[config.mk]
export PLATFORM = sky130hd
export DESIGN_NAME = mma_ram
export DESIGN_NICKNAME = d
export VERILOG_FILES = /design/src/rtl/mma_ram.sv
export SDC_FILE = /design/constraint.sdc
export NUM_CORES = 2
export LEC_CHECK = 0
export BUFFER_PORTS_ARGS = -buffer_cell sky130_fd_sc_hd__buf_2
export CORE_ASPECT_RATIO = 2
export CORE_MARGIN = 2
export CORE_UTILIZATION = 50
export CTS_CLUSTER_DIAMETER = 120
export CTS_CLUSTER_SIZE = 30
export DETAILED_ROUTE_END_ITERATION = 8
export PLACE_DENSITY = 0.68
export SLEW_MARGIN = 20
export SYNTH_ARGS = -nofsm -noshare
export SYNTH_HDL_FRONTEND = slang
export SYNTH_SLANG_ARGS = --single-unit
[constraint.sdc]
create_clock -name clk -period 3.5 [get_ports clk]
set_input_delay 0.175 -clock clk [delete_from_list [all_inputs] [get_ports clk]]
set_output_delay 0.175 -clock clk [all_outputs]
set_load 0.02 [all_outputs]
[src/rtl/mma_ram.sv]
`timescale 1ns / 1ps

module mma_ram #(
  parameter int WIDTH = 32,
  parameter int DEPTH = 64
) (
  input  logic                     clk,
  input  logic                     we,
  input  logic [$clog2(DEPTH)-1:0] wr_addr,
  input  logic [WIDTH-1:0]         wr_data,
  input  logic [$clog2(DEPTH)-1:0] rd_addr,
  output logic [WIDTH-1:0]         rd_data
);

  logic [WIDTH-1:0] mem [DEPTH];
  logic [WIDTH-1:0] rd_data_r;

  always_ff @(posedge clk) begin
    if (we) begin
      mem[wr_addr] <= wr_data;
    end
    rd_data_r <= mem[rd_addr];
  end

  assign rd_data = rd_data_r;

endmodule

Word level (Yosys, flattened, before mapping)
Memory sizes are Yosys's and may differ from the RTL's. A register that Yosys moved wholly into a read port is not among the register bits.
Cells that the tools add are included.
Word-level totals
  logic and storage cells: 3
  output and inout bits: 32
  register bits: 0
  RAM bits: 2048
  bits of input ports: 46
  memories kept: 1
Memories
  mem: depth 64, width 32, rd ports 1, clocked after Yosys merged registers in 1, wr ports 1, line 15  | logic [WIDTH-1:0] mem [DEPTH];
Cells by class
  muxes and demuxes: 2
Operators by type and width (number)
  $mux W1: 2

Longest topological paths before layout
  depth in word-level cells: 2
  mapped depth: 10
  gate-level depth less buffers: 5

Worst setup path before layout
Ideal clock, no wire load.
  path type: input -> register
  from: input wr_addr[3]
  to: memory mem[48][0], enable pin
  buffers on the path: 1
  cell stages on the path: 4
  data arrival time: 2.874 ns
  library setup time: 0.461 ns
  setup slack: 0.165 ns
  cell sequence: clkbuf_1 nor2b_1 nand4b_1 nor3_1
RTL lines
  from (decl): line 9  | input logic [$clog2(DEPTH)-1:0] wr_addr,
  to (decl): line 15
Straight into the memory's write port.

==> out/qor.csv <==
stage,metric,value,unit
outcome,status,"complete, no violations",
route,num_vias,36500,
route,wl_per_cell,36.2,µm
timing,setup_ws,0.929,ns
die,num_rows,205,
placement,dp_hpwl,127,mm
clock_network,cts_root_buffer,clkbuf_16,
cells_and_area,final_cell_mix,"edfxtp_1, mux4_2, buf_4, mux2i_1, o22ai_1",
die,design.core.area,156000,µm²
clock_network,cts_buffers,79,
global_routing,grt_pass1_vias,37200,
power,p_leak,26.2,nW
setup_path,crit_path_max_fanout,58,
global_routing,grt_max_degree,65,
route,viasPerCell,6.43,
clock_network,clk_latency,0.73,ns
route,drc,0,
timing,worst-slew-pin-transition,1.20,ns
cells_and_area,post-route-util,55.0,%
worst_hold_path,hold_start,wr_data[23],
global_routing,grt_overflow,0,
cells_and_area,syn_to_final_growth,9.30,%
clock_network,cts_tree,done,
clock_network,clk_pin_slew,0.11,ns
timing,relSlewSlack,20.3,%
global_routing,grt_pass1_wl,287,mm
route,routed_wirelength,205,mm
timing,period_needed,2.57,ns
die,chipWidth,284,µm
synth,synthCells,3324,
setup_path,critPathLaunch,rd_addr[1],
cells_and_area,layout.nets,3597,
synth,syn_area,78500,µm²
timing,max_freq,0.389,GHz
die,chipHeight,564,µm
timing,fin_skew,0.0331,ns
clock_network,cts_htree_levels,3,
setup_path,crit_path_end_kind,register,
placement,placed_area,83500,µm²
timing,fin_crit_sh,73.5,%
global_routing,antenna_found_initial,22,
die,dieArea,160000,µm²
timing,finalSetupTns,0,ns
cells_and_area,mostFrequentLayoutCell,edfxtp_1,
clock_network,postCtsSetupBuffers,0,
worst_hold_path,hp-class,in -> reg,
setup_path,critPathKind,in -> reg,
route,drt-initial-drc-count,4648,
synth,synth_area_per_cell,23.6,µm²
run,cap_violations,0,
setup_path,start_kind,primary input,
power,powerDensity,491,nW/µm²
timing,rsz0062_at_grt,false,
synth,synth_seq_cells,2080,
global_routing,track_usage,25.8,%
timing,slew_violations,0,
placement,portBuffers,77,
timing,whs,0.00229,ns
die,start_util,50.3,%
synth,ys_seq_area_share,79.1,%
synth,syn-num-nets,3370,
power,irDropWorstVdd,0.355,mV
route,ant_nets,0,
die,boundaryPins,78,
timing,hold_violations,0,
placement,dp_slack,0.286,ns
setup_path,reg2reg_from,mem[61][18]$_DFFE_PP_,
clock_network,clock_sinks,2080,
route,drtPass1Iterations,7,
cells_and_area,finalInstanceArea,85800,µm²
cells_and_area,layout-drive-gt1-share,28.5,%
clock_network,cts_max_path_buffers,3,
synth,ys_warn_count,0,
placement,place.gp.congestion,0.850,
timing,setup_viol,0,
clock_network,postCtsResizedCells,0,
synth,synth.distinct_cells,34,
setup_path,crit_required,4.10,ns
setup_path,arrival,3.17,ns
flip-flops by register name, summed over array words and instances, names as in the netlist:
name and flops:
mem 2048, rd_data 32
worst paths after layout:
check | cells past startpoint | slack, ns | end
min reg2reg | 4 | 0.75 | rd_data[4]$_DFF_P_
min | 1 | 0.002 | mem[4][23]$_DFFE_PP_
max reg2reg | 5 | 1.11 | rd_data[18]$_DFF_P_
max | 7 | 0.93 | rd_data[18]$_DFF_P_
timing repair:
action	CTS	global route
setup endpoints to repair	0	0
hold buffers	3	0
endpoints found under the hold margin	60	0
layout make-up:
type,instances,area (µm²)
clock inverter,4,46.3
antenna,11,27.5
tap,2070,2590
timing repair buffer,328,2820
sequential,2080,62100
fill,11500,70100
multi-input combinational,1062,16000
clock buffer,120,2220
metal layers:
metal / GRT usage, % / vias to the layer above / share of wire (%)
met1: 30.7 / 19900 / 34
met5: 0 / - / 0.026
met2: 45.3 / 1685 / 52
met3: 2.84 / 353 / 6.7
met4: 15.7 / 10 / 7.2
li1: - / 14600 / -
critical path: stages:
cell	delay, ns
buf_8	0.55
buf_4	0.39
mux4_2	0.54
mux2i_1	0.55
nand2_1	0.11
a31oi_1	0.63
nor2_1	0.12
cell usage after synthesis (all sizes together):
cell type  count  area share, %
mux4         544             16
or3            3          0.024
nor2b         15           0.12
and2           2          0.016
nand2         26           0.12
o221ai        27           0.30
a22oi         12           0.11
nand3          5          0.032
edfxtp      2048             78
or3b           5          0.056
nand2b         8          0.064
a311oi         8          0.089
nor3           7          0.045
o22ai         84           0.67
a21oi         62           0.40
nand3b         5          0.048
o32ai          4          0.045
mux2i         93            1.2
a41o           4          0.051
buf          108           0.77
or2            3          0.024
nor2         137           0.65
nand4b         1          0.011
dfxtp         32           0.82
and3           4          0.032
nand4          2          0.016
clkbuf        74           0.35
a31oi          1         0.0080
where the power goes:
group          total (mW)  internal [mW]  switching, mW
clock network        11.6           4.48           7.09
registers            27.7           27.5          0.137
logic                2.88           1.03           1.85
kinds of logic after synthesis:
| group | share of synthesized area (%) |
|---|---|
| AND/OR/NAND/NOR | 1.27 |
| flip-flops | 79.1 |
| AO/OA/AOI/OAI | 1.67 |
| buffers and inverters | 1.13 |
| multiplexers | 16.8 |
metrics by stage:
stage	total power, mW	instances
final	42.1	5675
after floorplan	29.6	3324
after CTS	42.3	5664
after detailed placement	31.1	5537
after global placement	31.1	5535
after global routing	43.1	5665
Power figures use the tool's default switching activity.
